## config.mk

```make
export PLATFORM = sky130hd
export DESIGN_NAME = mips_hilo_mult_div_unit_flat
export DESIGN_NICKNAME = d
export VERILOG_FILES = /design/src/rtl/core/mhmd_pkg.sv /design/src/rtl/core/mhmd_in_if.sv /design/src/rtl/core/mhmd_out_if.sv /design/src/rtl/core/mips_hilo_mult_div_unit.sv /design/src/flat_wrapper.sv
export SDC_FILE = /design/constraint.sdc
export NUM_CORES = 1
export LEC_CHECK = 0
export BUFFER_PORTS_ARGS = -buffer_cell sky130_fd_sc_hd__buf_2
export CORE_MARGIN = 4
export CORE_UTILIZATION = 30
export DETAILED_ROUTE_END_ITERATION = 8
export SLEW_MARGIN = 10
export SYNTH_ARGS = -nofsm -noshare
export SYNTH_HDL_FRONTEND = slang
export SYNTH_SLANG_ARGS = --single-unit
```

## constraint.sdc

```tcl
create_clock -name clk -period 7.9 [get_ports clk]
set_input_delay 1.58 -clock clk [delete_from_list [all_inputs] [get_ports clk]]
set_output_delay 1.58 -clock clk [all_outputs]
set_load 0.005 [all_outputs]
```

## src/rtl/core/mhmd_pkg.sv

```systemverilog
// ----------------------------------------------------------------------------
// mhmd_pkg
// Shared operation codes, sequencer states and helpers for the HI/LO
// multiply/divide unit.
// ----------------------------------------------------------------------------
package mhmd_pkg;

  localparam int unsigned OP_W    = 4;
  localparam int unsigned IDX_W   = 5;
  localparam int unsigned WORD_W  = 32;
  localparam int unsigned DWORD_W = 64;

  // Operation codes
  localparam logic [OP_W-1:0] OP_MULT  = 4'd0;
  localparam logic [OP_W-1:0] OP_MULTU = 4'd1;
  localparam logic [OP_W-1:0] OP_DIV   = 4'd2;
  localparam logic [OP_W-1:0] OP_DIVU  = 4'd3;
  localparam logic [OP_W-1:0] OP_MADD  = 4'd4;
  localparam logic [OP_W-1:0] OP_MADDU = 4'd5;
  localparam logic [OP_W-1:0] OP_MFHI  = 4'd6;
  localparam logic [OP_W-1:0] OP_MFLO  = 4'd7;
  localparam logic [OP_W-1:0] OP_MTHI  = 4'd8;
  localparam logic [OP_W-1:0] OP_MTLO  = 4'd9;

  // Sequencer states, one-hot
  typedef enum logic [6:0] {
    S_IDLE   = 7'b0000001,
    S_MUL    = 7'b0000010,
    S_DIV    = 7'b0000100,
    S_NEG_LO = 7'b0001000,
    S_NEG_HI = 7'b0010000,
    S_ACC    = 7'b0100000,
    S_DONE   = 7'b1000000
  } mhmd_state_t;

  // Sign-extend a 32-bit word to 64 bits
  function automatic logic [DWORD_W-1:0] sext32(input logic [WORD_W-1:0] x);
    return {{WORD_W{x[WORD_W-1]}}, x};
  endfunction

endpackage

```

## src/rtl/core/mhmd_in_if.sv

```systemverilog
// ----------------------------------------------------------------------------
// mhmd_in_if
// Request channel into the multiply/divide unit: valid/ready plus payload.
// ----------------------------------------------------------------------------
interface mhmd_in_if;
  import mhmd_pkg::*;

  logic               valid;
  logic               ready;
  logic [OP_W-1:0]    operation;
  logic               pipe_select;
  logic [IDX_W-1:0]   dest_index;
  logic [DWORD_W-1:0] operand_a;
  logic [WORD_W-1:0]  operand_b;

  modport source (
    output valid, operation, pipe_select, dest_index, operand_a, operand_b,
    input  ready
  );

  modport sink (
    input  valid, operation, pipe_select, dest_index, operand_a, operand_b,
    output ready
  );
endinterface

```

## src/rtl/core/mhmd_out_if.sv

```systemverilog
// ----------------------------------------------------------------------------
// mhmd_out_if
// Result channel out of the multiply/divide unit: valid/ready plus payload.
// ----------------------------------------------------------------------------
interface mhmd_out_if;
  import mhmd_pkg::*;

  logic               valid;
  logic               ready;
  logic [IDX_W-1:0]   dest_index_out;
  logic               dest_write;
  logic [DWORD_W-1:0] dest_value;

  modport source (
    output valid, dest_index_out, dest_write, dest_value,
    input  ready
  );

  modport sink (
    input  valid, dest_index_out, dest_write, dest_value,
    output ready
  );
endinterface

```

## src/rtl/core/mips_hilo_mult_div_unit.sv

```systemverilog
// ----------------------------------------------------------------------------
// mips_hilo_mult_div_unit
// 32-bit multiply/divide unit with two HI/LO register pairs.
// ----------------------------------------------------------------------------
// Takes one request at a time. Moves to and from HI/LO finish in the accept
// cycle and their result is visible on the next cycle. Multiplies and divides
// run through one shared 64-bit adder: 32 shift-add or restoring-subtract
// steps, then a negate step for each sign fix-up (product, quotient,
// remainder), the MADD accumulate step and the commit step. Divide by zero
// skips the loop and goes straight to commit. The 32-step adder loop sets
// the latency. A new request is taken once the unit is idle and the result
// register is empty or being drained.
// ----------------------------------------------------------------------------
module mips_hilo_mult_div_unit (
  input  logic        clk,
  input  logic        rst_n,
  mhmd_in_if.sink     in_ch,
  mhmd_out_if.source  out_ch
);
  import mhmd_pkg::*;

  // Sequencer and datapath registers
  mhmd_state_t        state_r, state_nxt;
  logic [4:0]         count_r, count_nxt;
  logic [DWORD_W-1:0] acc_r, acc_nxt;
  logic [WORD_W-1:0]  mcand_r, mcand_nxt;
  logic               neg_q_r, neg_q_nxt;
  logic               neg_r_r, neg_r_nxt;
  logic               is_div_r, is_div_nxt;
  logic               is_madd_r, is_madd_nxt;
  logic               pipe_r, pipe_nxt;
  logic [IDX_W-1:0]   dest_r, dest_nxt;

  // Architectural HI/LO pairs
  logic [DWORD_W-1:0] hi_r [2];
  logic [DWORD_W-1:0] lo_r [2];
  logic [DWORD_W-1:0] hi_nxt [2];
  logic [DWORD_W-1:0] lo_nxt [2];

  // Result register
  logic               out_valid_r, out_valid_nxt;
  logic [IDX_W-1:0]   out_idx_r, out_idx_nxt;
  logic               out_wr_r, out_wr_nxt;
  logic [DWORD_W-1:0] out_val_r, out_val_nxt;

  // Shared adder
  logic [DWORD_W-1:0] add_x, add_y, add_sum;
  logic               add_cin;

  logic               in_ready, accept, out_free;
  logic               op_signed;
  logic [WORD_W-1:0]  a_lo, mag_a, mag_b;

  assign out_free = !out_valid_r || out_ch.ready;
  assign in_ready = (state_r == S_IDLE) && out_free;
  assign accept   = in_ch.valid && in_ready;

  // Operand magnitudes for the signed forms
  assign a_lo      = in_ch.operand_a[WORD_W-1:0];
  assign op_signed = (in_ch.operation == OP_MULT) || (in_ch.operation == OP_MADD) ||
                     (in_ch.operation == OP_DIV);
  assign mag_a = (op_signed && a_lo[WORD_W-1]) ? (~a_lo + 32'd1) : a_lo;
  assign mag_b = (op_signed && in_ch.operand_b[WORD_W-1]) ?
                 (~in_ch.operand_b + 32'd1) : in_ch.operand_b;

  // Adder operand selection per sequencer state
  always_comb begin
    add_x   = '0;
    add_y   = '0;
    add_cin = 1'b0;
    case (state_r)
      S_MUL: begin
        add_x = {32'h0, acc_r[63:32]};
        add_y = acc_r[0] ? {32'h0, mcand_r} : '0;
      end
      S_DIV: begin
        add_x   = {31'h0, acc_r[63:31]};
        add_y   = ~{32'h0, mcand_r};
        add_cin = 1'b1;
      end
      S_NEG_LO: begin
        add_x   = is_div_r ? {32'h0, ~acc_r[31:0]} : ~acc_r;
        add_cin = 1'b1;
      end
      S_NEG_HI: begin
        add_x   = {32'h0, ~acc_r[63:32]};
        add_cin = 1'b1;
      end
      S_ACC: begin
        add_x = acc_r;
        add_y = {hi_r[pipe_r][31:0], lo_r[pipe_r][31:0]};
      end
      default: begin
        add_x   = '0;
      end
    endcase
  end

  assign add_sum = add_x + add_y + {63'h0, add_cin};

  // Next-state logic
  always_comb begin
    state_nxt     = state_r;
    count_nxt     = count_r;
    acc_nxt       = acc_r;
    mcand_nxt     = mcand_r;
    neg_q_nxt     = neg_q_r;
    neg_r_nxt     = neg_r_r;
    is_div_nxt    = is_div_r;
    is_madd_nxt   = is_madd_r;
    pipe_nxt      = pipe_r;
    dest_nxt      = dest_r;
    hi_nxt        = hi_r;
    lo_nxt        = lo_r;
    out_valid_nxt = out_valid_r && !out_ch.ready;
    out_idx_nxt   = out_idx_r;
    out_wr_nxt    = out_wr_r;
    out_val_nxt   = out_val_r;

    case (state_r)
      S_IDLE: begin
        if (accept) begin
          pipe_nxt    = in_ch.pipe_select;
          dest_nxt    = in_ch.dest_index;
          is_madd_nxt = (in_ch.operation == OP_MADD) || (in_ch.operation == OP_MADDU);
          is_div_nxt  = 1'b0;
          neg_r_nxt   = 1'b0;
          count_nxt   = 5'd31;
          // moves and undefined codes answer right away
          out_idx_nxt = in_ch.dest_index;
          out_wr_nxt  = 1'b0;
          out_val_nxt = '0;
          case (in_ch.operation)
            OP_MULT, OP_MULTU, OP_MADD, OP_MADDU: begin
              acc_nxt   = {32'h0, mag_b};
              mcand_nxt = mag_a;
              neg_q_nxt = op_signed && (a_lo[31] ^ in_ch.operand_b[31]);
              state_nxt = S_MUL;
            end
            OP_DIV, OP_DIVU: begin
              is_div_nxt = 1'b1;
              if (in_ch.operand_b == '0) begin
                // divide by zero: HI = dividend, LO = +1 / all ones
                acc_nxt   = {a_lo, (op_signed && a_lo[31]) ? 32'd1 : 32'hFFFF_FFFF};
                neg_q_nxt = 1'b0;
                state_nxt = S_DONE;
              end else begin
                acc_nxt   = {32'h0, mag_a};
                mcand_nxt = mag_b;
                neg_q_nxt = op_signed && (a_lo[31] ^ in_ch.operand_b[31]);
                neg_r_nxt = op_signed && a_lo[31];
                state_nxt = S_DIV;
              end
            end
            OP_MFHI: begin
              out_valid_nxt = 1'b1;
              out_wr_nxt    = (in_ch.dest_index != '0);
              out_val_nxt   = hi_r[in_ch.pipe_select];
            end
            OP_MFLO: begin
              out_valid_nxt = 1'b1;
              out_wr_nxt    = (in_ch.dest_index != '0);
              out_val_nxt   = lo_r[in_ch.pipe_select];
            end
            OP_MTHI: begin
              out_valid_nxt                = 1'b1;
              hi_nxt[in_ch.pipe_select]    = in_ch.operand_a;
            end
            OP_MTLO: begin
              out_valid_nxt                = 1'b1;
              lo_nxt[in_ch.pipe_select]    = in_ch.operand_a;
            end
            default: begin
              out_valid_nxt = 1'b1;
            end
          endcase
        end
      end

      // Shift-add step on the magnitudes
      S_MUL: begin
        acc_nxt   = {add_sum[32:0], acc_r[31:1]};
        count_nxt = count_r - 5'd1;
        if (count_r == '0) begin
          if (neg_q_r)        state_nxt = S_NEG_LO;
          else if (is_madd_r) state_nxt = S_ACC;
          else                state_nxt = S_DONE;
        end
      end

      // Restoring divide step: keep the difference when it is not negative
      S_DIV: begin
        count_nxt = count_r - 5'd1;
        if (add_sum[63]) acc_nxt = {acc_r[62:0], 1'b0};
        else             acc_nxt = {add_sum[31:0], acc_r[30:0], 1'b1};
        if (count_r == '0) begin
          if (neg_q_r)      state_nxt = S_NEG_LO;
          else if (neg_r_r) state_nxt = S_NEG_HI;
          else              state_nxt = S_DONE;
        end
      end

      // Negate the product, or the quotient of a divide
      S_NEG_LO: begin
        if (is_div_r) begin
          acc_nxt   = {acc_r[63:32], add_sum[31:0]};
          state_nxt = neg_r_r ? S_NEG_HI : S_DONE;
        end else begin
          acc_nxt   = add_sum;
          state_nxt = is_madd_r ? S_ACC : S_DONE;
        end
      end

      // Negate the remainder
      S_NEG_HI: begin
        acc_nxt   = {add_sum[31:0], acc_r[31:0]};
        state_nxt = S_DONE;
      end

      // Add the low words of HI:LO
      S_ACC: begin
        acc_nxt   = add_sum;
        state_nxt = S_DONE;
      end

      // Commit HI/LO and post the result
      S_DONE: begin
        if (out_free) begin
          lo_nxt[pipe_r] = sext32(acc_r[31:0]);
          hi_nxt[pipe_r] = sext32(acc_r[63:32]);
          out_valid_nxt  = 1'b1;
          out_idx_nxt    = dest_r;
          out_wr_nxt     = !is_div_r && (dest_r != '0);
          out_val_nxt    = is_div_r ? '0 : sext32(acc_r[31:0]);
          state_nxt      = S_IDLE;
        end
      end

      default: begin
        state_nxt = S_IDLE;
      end
    endcase
  end

  // Control and architectural state
  always_ff @(posedge clk) begin
    if (!rst_n) begin
      state_r     <= S_IDLE;
      out_valid_r <= 1'b0;
      hi_r[0]     <= '0;
      hi_r[1]     <= '0;
      lo_r[0]     <= '0;
      lo_r[1]     <= '0;
    end else begin
      state_r     <= state_nxt;
      out_valid_r <= out_valid_nxt;
      hi_r        <= hi_nxt;
      lo_r        <= lo_nxt;
    end
  end

  // Datapath registers
  always_ff @(posedge clk) begin
    count_r   <= count_nxt;
    acc_r     <= acc_nxt;
    mcand_r   <= mcand_nxt;
    neg_q_r   <= neg_q_nxt;
    neg_r_r   <= neg_r_nxt;
    is_div_r  <= is_div_nxt;
    is_madd_r <= is_madd_nxt;
    pipe_r    <= pipe_nxt;
    dest_r    <= dest_nxt;
    out_idx_r <= out_idx_nxt;
    out_wr_r  <= out_wr_nxt;
    out_val_r <= out_val_nxt;
  end

  // Channel outputs
  assign in_ch.ready           = in_ready;
  assign out_ch.valid          = out_valid_r;
  assign out_ch.dest_index_out = out_idx_r;
  assign out_ch.dest_write     = out_wr_r;
  assign out_ch.dest_value     = out_val_r;

  // Checks
  a_state_onehot: assert property (@(posedge clk) disable iff (!rst_n)
    $onehot(state_r))
    else $error("sequencer state not one-hot");

  a_ready_only_idle: assert property (@(posedge clk) disable iff (!rst_n)
    in_ch.ready |-> (state_r == S_IDLE))
    else $error("request taken while busy");

  a_mul_loop_ends: assert property (@(posedge clk) disable iff (!rst_n)
    (state_r == S_MUL) && (count_r == '0) |=> (state_r != S_MUL))
    else $error("multiply loop overran");

  a_div_zero_skip: assert property (@(posedge clk) disable iff (!rst_n)
    accept && ((in_ch.operation == OP_DIV) || (in_ch.operation == OP_DIVU)) &&
    (in_ch.operand_b == '0) |=> (state_r == S_DONE))
    else $error("divide by zero entered the loop");

  a_done_posts: assert property (@(posedge clk) disable iff (!rst_n)
    (state_r == S_DONE) && out_free |=> out_valid_r && (state_r == S_IDLE))
    else $error("commit did not post a result");

endmodule

```

## src/flat_wrapper.sv

```systemverilog
// flat-port wrapper written by rule: the top's interface ports become plain ports
module mips_hilo_mult_div_unit_flat import mhmd_pkg::*;
  (clk, rst_n, in_ch_valid, in_ch_operation, in_ch_pipe_select, in_ch_dest_index, in_ch_operand_a, in_ch_operand_b, in_ch_ready, out_ch_valid, out_ch_dest_index_out, out_ch_dest_write, out_ch_dest_value, out_ch_ready);
  mhmd_in_if in_ch_i ();
  mhmd_out_if out_ch_i ();
  input  logic clk;
  input  logic rst_n;
  input wire logic [$bits(in_ch_i.valid)-1:0] in_ch_valid;
  input wire logic [$bits(in_ch_i.operation)-1:0] in_ch_operation;
  input wire logic [$bits(in_ch_i.pipe_select)-1:0] in_ch_pipe_select;
  input wire logic [$bits(in_ch_i.dest_index)-1:0] in_ch_dest_index;
  input wire logic [$bits(in_ch_i.operand_a)-1:0] in_ch_operand_a;
  input wire logic [$bits(in_ch_i.operand_b)-1:0] in_ch_operand_b;
  output wire logic [$bits(in_ch_i.ready)-1:0] in_ch_ready;
  output wire logic [$bits(out_ch_i.valid)-1:0] out_ch_valid;
  output wire logic [$bits(out_ch_i.dest_index_out)-1:0] out_ch_dest_index_out;
  output wire logic [$bits(out_ch_i.dest_write)-1:0] out_ch_dest_write;
  output wire logic [$bits(out_ch_i.dest_value)-1:0] out_ch_dest_value;
  input wire logic [$bits(out_ch_i.ready)-1:0] out_ch_ready;
  assign in_ch_i.valid = in_ch_valid;
  assign in_ch_i.operation = in_ch_operation;
  assign in_ch_i.pipe_select = in_ch_pipe_select;
  assign in_ch_i.dest_index = in_ch_dest_index;
  assign in_ch_i.operand_a = in_ch_operand_a;
  assign in_ch_i.operand_b = in_ch_operand_b;
  assign in_ch_ready = in_ch_i.ready;
  assign out_ch_valid = out_ch_i.valid;
  assign out_ch_dest_index_out = out_ch_i.dest_index_out;
  assign out_ch_dest_write = out_ch_i.dest_write;
  assign out_ch_dest_value = out_ch_i.dest_value;
  assign out_ch_i.ready = out_ch_ready;
  mips_hilo_mult_div_unit u_core (.clk(clk), .rst_n(rst_n), .in_ch(in_ch_i), .out_ch(out_ch_i));
endmodule
```

## Word-level counts from Yosys, hierarchy flattened

Index checks and enable logic that the tools add are counted.

- Register bits: 445
- Input port bits: 110
- Output and inout bits: 72
- Logic and storage cells: 185

- Add/subtract/negate cells: 5
- Order comparisons: 4
- Equal/unequal tests: 25
- Mux-type cells: 77
- Bitwise operators: 11
- Reduce and logical (&&, ||, !) cells: 44

Operator list:

| operator | count |
|---|---|
| $mux W64 | 16 |
| $mux W128 | 6 |
| $bwmux W128 | 4 |
| $pmux W128 S2 | 2 |
| $pmux W64 S2 | 3 |
| $pmux W64 S6 | 1 |
| $mux W32 | 11 |
| $pmux W64 S5 | 1 |
| $pmux W64 S3 | 1 |
| $demux W64 S1 | 2 |
| $not A32 Y32 | 4 |
| $mux W7 | 10 |
| $add A32 B1 Y32 const B | 2 |
| $add A64 B1 Y64 | 1 |
| $add A64 B64 Y64 | 1 |
| $not A32 Y64 | 1 |
| $not A64 Y64 | 1 |
| $pmux W32 S2 | 1 |
| $pmux W7 S6 | 1 |
| $logic_not A32 Y1 | 1 |
| $pmux W5 S2 | 2 |
| $reduce_and A4 Y1 | 5 |
| $eq A4 B3 Y1 const B | 4 |
| $mux W5 | 3 |
| 37 further kinds | 82 |

## Depth between registers and ports, before layout

- Depth in word-level cells: 9
- Gate-level depth with buffers: 20
- Mapped depth without buffers: 18

## Worst setup path after synthesis

Ideal clock, no wire load.

- Kind: in2reg
- From: input in_ch_valid
- To: register u_core.lo_r[33] in the netlist's numbering
- Data arrival time: 7.148 ns
- Slack: 0.630 ns
- Cell stages on the path: 7
- Path buffers: 1
- Cell sequence: nand4b_1 > a21oi_1 > o21ai_0 > nor3_1 > a21boi_1 > buf_2 > a21oi_1

- Cells in the longest elaborated chain, start to end: 3

Ends and longest elaborated chain:

| item | line | text |
|---|---|---|
| start, declared | flat_wrapper.sv:8 | `input wire logic [$bits(in_ch_i.valid)-1:0] in_ch_valid;` |
| $logic_and A1 B1 Y1 | mips_hilo_mult_div_unit.sv:56 | `assign accept = in_ch.valid && in_ready;` |
| $ne A2 B1 Y1 (no line) | n/a |  |
| $reduce_and A4 Y1 (no line) | n/a |  |
| end signal, assigned | mips_hilo_mult_div_unit.sv:258 | `lo_r <= lo_nxt;` |
| end, declared | mips_hilo_mult_div_unit.sv:36 | `logic [DWORD_W-1:0] lo_r [2];` |

Every way passes these cells.
A chain may end at the register's enable or synchronous reset.

## Worst setup path after layout

- From: register u_core.state_r[2]
- To: register u_core.acc_r[48], data pin

- Cells in the longest elaborated chain, start to end: 6
- Elaborated cells on any way between the ends: 15

Ends and longest elaborated chain:

| item | line | text |
|---|---|---|
| start, declared | mips_hilo_mult_div_unit.sv:23 | `mhmd_state_t state_r, state_nxt;` |
| start signal, assigned | mips_hilo_mult_div_unit.sv:255 | `state_r <= state_nxt;` |
| $eq A7 B6 Y1 (tied with other cells) | mips_hilo_mult_div_unit.sv:71, mips_hilo_mult_div_unit.sv:120 |  |
| $pmux W64 S5 (tied with other cells) | mips_hilo_mult_div_unit.sv:71 | `case (state_r)` |
| $add A64 B64 Y64 or $mux W1 (tied branches) | mips_hilo_mult_div_unit.sv:99, mips_hilo_mult_div_unit.sv:71 |  |
| $add A64 B1 Y64 | mips_hilo_mult_div_unit.sv:99 | `assign add_sum = add_x + add_y + {63'h0, add_cin};` |
| $mux W64, on equally long branches | mips_hilo_mult_div_unit.sv:205, mips_hilo_mult_div_unit.sv:194 |  |
| $pmux W64 S6 * | mips_hilo_mult_div_unit.sv:120 | `case (state_r)` |
| net u_core.acc_nxt[48] | mips_hilo_mult_div_unit.sv:25 | `logic [DWORD_W-1:0] acc_r, acc_nxt;` |
| end signal, assigned | mips_hilo_mult_div_unit.sv:265 | `acc_r <= acc_nxt;` |
| end, declared | mips_hilo_mult_div_unit.sv:25 |  |

Mark *: on every way through the listed nets, which the timed path passes. The rest lies on a longest branch. The select of a mux whose other input is x is not followed.

==> qor.yml <==
run_status:
  status: "finished clean"
yosys:
  synth_area_per_cell_sq_um: 8.704
  synth_edf_count: 181
  ys.flop_type: "dfxtp_1"
  syn_area_sq_mm: 0.02878
  ys_seq_elements: 445
  synthesis.nets: 3484
  netlist-cell-type-count: 87
  syn-instance-count: 3307
  synthArstFlopShare_pct: 0
  synth-warning-count: 0
  ys_seq_area_share_pct: 37.24
critical_path:
  critPathBufInv: 1
  arrival_ps: 7000
  reg2reg_depth: 17
  critPathMaxStageDelay_ps: 770
  cp_num_cells: 17
  cp_top_family: "compound AO/OA/AOI/OAI gates"
  critPathRequiredTime_ps: 8230
  startpoint_type: "flop"
  endpoint_kind: "flop"
  critPathMaxFanout: 17
  crit_slowest_cell: "nand2_1"
  crit_chain: "nor4_1, nor2b_1, nand2_1, buf_4, nor2_1, a221oi_1, o211ai_1, ha_1, a21oi_1, o21ai_0, a2111oi_1, nor3_1, o31ai_1, a21o_1, nand2_1, a221oi_1, o22ai_1"
  worstSetupPathType: "reg -> reg"
timing:
  max-slew-margin-rel_pct: 15.05
  tightest_slew_ps: 1274
  hold_violations: 0
  finalSetupViolCount: 0
  setup-tns-final_ps: 0
  finalCritPeriodShare_pct: 84.47
  hold_ws_ps: 519.3
  fmax_ghz: 0.1499
  setup_ws_ps: 1227
  slew_violations: 0
  fin_skew_ps: 29.36
  period_needed_ps: 6673
  rsz0062_at_grt: "no"
drt:
  vias_per_cell: 6.117
  drc_errors: 0
  antenna_left: 0
  drt-initial-drc-count: 3685
  drt-total-wl_mm: 119.8
  wl_per_cell_microns: 26.15
  vias: 28027
  dr.pass1.iters: 6
clock_tree:
  cts-resized-gates: 0
  cts.path.max_buffers: 3
  clock_sinks: 445
  htree_levels: 2
  clkSlewWorstSetupHoldPaths_ps: 60
  insertion_delay_ps: 630
  cts_hold_buf: 0
  cts-root-buf: "clkbuf_16"
  numCtsBuffers: 48
  post_cts_buffers: 0
  cts_tree: "done"
floorplanning:
  core_area_sq_mm: 0.09515
  die_h_microns: 317.8
  die-area_sq_mm: 0.1010
  die_w_microns: 317.8
  rows: 113
  io_pins: 182
  initial_core_util_pct: 30.25
grt:
  grt.overflow.total: 0
  track_usage_pct: 22.38
  first_global_vias: 26140
  grt_start_max_net_pins: 104
  antenna_found_initial: 5
  grt_pass1_wl_mm: 175.8
power:
  powerDensity_mw_per_mm2: 176.4
  max-vdd-ir-drop_mv: 0.1463
  p_leak_uw: 0.01348
run:
  cap_violations: 0
finish:
  drive_gt1_share_pct: 13.63
  num-nets-final: 3452
  area_growth_pct: 12.81
hold_path:
  hold_depth: 1
  min_path_type: "reg -> reg"
placement:
  preCtsSetupSlack_ps: 1591
  dp.final_hpwl_mm: 82.59
  io_buffers: 181
  gp_congestion: 1.003
[area by class of cell]
cell class	count	area, sq um
antenna	2	5.005
clock buffer	64	1396
clock inverter	26	287.8
fill	9833	62680
inverter	26	97.59
multi-input combinational	2504	16900
sequential	445	10720
tap	1265	1583
timing repair buffer	250	1485
[Yosys cell counts (7+ instances only)]
master    number  area, sq um
o221ai_1       8        70.07
edfxtp_1     181         5435
xor2_1        50        437.9
mux2_2         7        78.83
nor2b_1       14        87.58
or3_1         13        81.33
nor3_1        48        240.2
xnor2_1       63        551.8
dfxtp_1      264         5285
nor4_1        11        68.82
o211ai_1      50        375.4
clkbuf_1     286         1074
a21oi_1      333         1667
mux2i_1       89        890.9
a31oi_1       15        93.84
a221o_1       13        130.1
a211oi_1       8        60.06
nor2_1       196        735.7
o21ai_0      307         1536
and2_1        16        100.1
o31ai_1       16        120.1
ha_1          65        813.3
nand2b_1      10        62.56
o22ai_1       15        93.84
a22oi_1      138         1036
inv_1         26        97.59
nand3_1       33        165.2
o41ai_1        7        61.31
o21a_1        11        82.58
o31a_1         7        61.31
o21bai_1      14        105.1
mux4_2        64         1441
buf_1         27        101.4
a22o_1        35        306.5
o211a_1      126         1261
a21o_1        43        322.8
a221oi_1      74        648.1
and3_1        19        118.9
nand4_1       25        156.4
nand2_1      468         1757
buf_2         14        70.07
[path summary, 6_finish.rpt]
| kind | end | start | slack [ps] |
|---|---|---|---|
| max | u_core.acc_r[48] | u_core.state_r[2] | 1230 |
| min | u_core.lo_r[23] | u_core.lo_r[23] | 520 |
| max reg2reg | u_core.acc_r[48] | u_core.state_r[2] | 1230 |
| min reg2reg | u_core.lo_r[23] | u_core.lo_r[23] | 520 |
[metal layers]
layer | share of wire, % | vias to the layer above | GRT usage [%]
met5 | 0.011 | - | 0
li1 | - | 12386 | -
met2 | 43 | 1658 | 33.55
met3 | 11 | 255 | 5.978
met1 | 42 | 13726 | 30.75
met4 | 4.2 | 2 | 8.562
[logic make-up (layout without fill, tap and decap cells)]
kind of cell	count (synthesis)	after routing	synth area share (%)
xor gates and xnor gates	113	113	3.438
DFF	445	445	37.24
adders and majority gates	67	67	2.965
muxes	161	161	8.429
other	0	2	0
and+or+nand+nor	886	886	13.39
AOI/OAI and AO/OA	1277	1277	29.75
buffers and inverters	358	366	4.790
[state kept, by name, summed over array words and instances, names as in the netlist, 5 cells and up]
register	count
u_core.count_r	5
u_core.acc_r	64
u_core.mcand_r	32
u_core.out_ch.dest_index_out	5
u_core.out_ch.dest_value	64
u_core.lo_r	128
u_core.hi_r	128
u_core.state_r	7
u_core.dest_r	5
[cell usage in the layout (no fill, tap or decap), types with 14 or more instances in the layout]
| cell type | count |
|---|---|
| nand4_1 | 25 |
| a21o_1 | 43 |
| and2_1 | 14 |
| a22o_1 | 35 |
| edfxtp_1 | 181 |
| o21bai_1 | 14 |
| nand2_1 | 466 |
| o31ai_1 | 16 |
| a31oi_1 | 14 |
| buf_4 | 67 |
| mux4_2 | 64 |
| o211a_1 | 126 |
| nor3_1 | 42 |
| ha_1 | 65 |
| a22oi_1 | 137 |
| o21ai_0 | 307 |
| inv_1 | 26 |
| a21oi_1 | 330 |
| xor2_1 | 50 |
| dfxtp_1 | 264 |
| clkbuf_16 | 52 |
| buf_2 | 178 |
| xnor2_1 | 63 |
| and3_1 | 17 |
| nor2b_1 | 14 |
| nor2_1 | 188 |
| o22ai_1 | 15 |
| mux2i_1 | 89 |
| nand3_1 | 32 |
| a221oi_1 | 74 |
| o211ai_1 | 50 |
[report_power, final]
group,internal (uW),leakage [uW],switching [uW]
combinational,225,0.00879,425
sequential,2540,0.00387,130
clock,1360,0.000822,1050
total,4120,0.0135,1600
[per-stage QoR]
stage	utilization [%]	cell area (sq um)	power, uW	instances
after detailed placement	32.35	30780	3347	4490
after global routing	34.12	32470	5903	4581
final	34.12	32470	5726	4582
after CTS	34.12	32460	5739	4580
after global placement	32.35	30780	3340	4490
after floorplan	-	28780	3050	3307
Note: power is estimated with default switching activity, not from simulation.
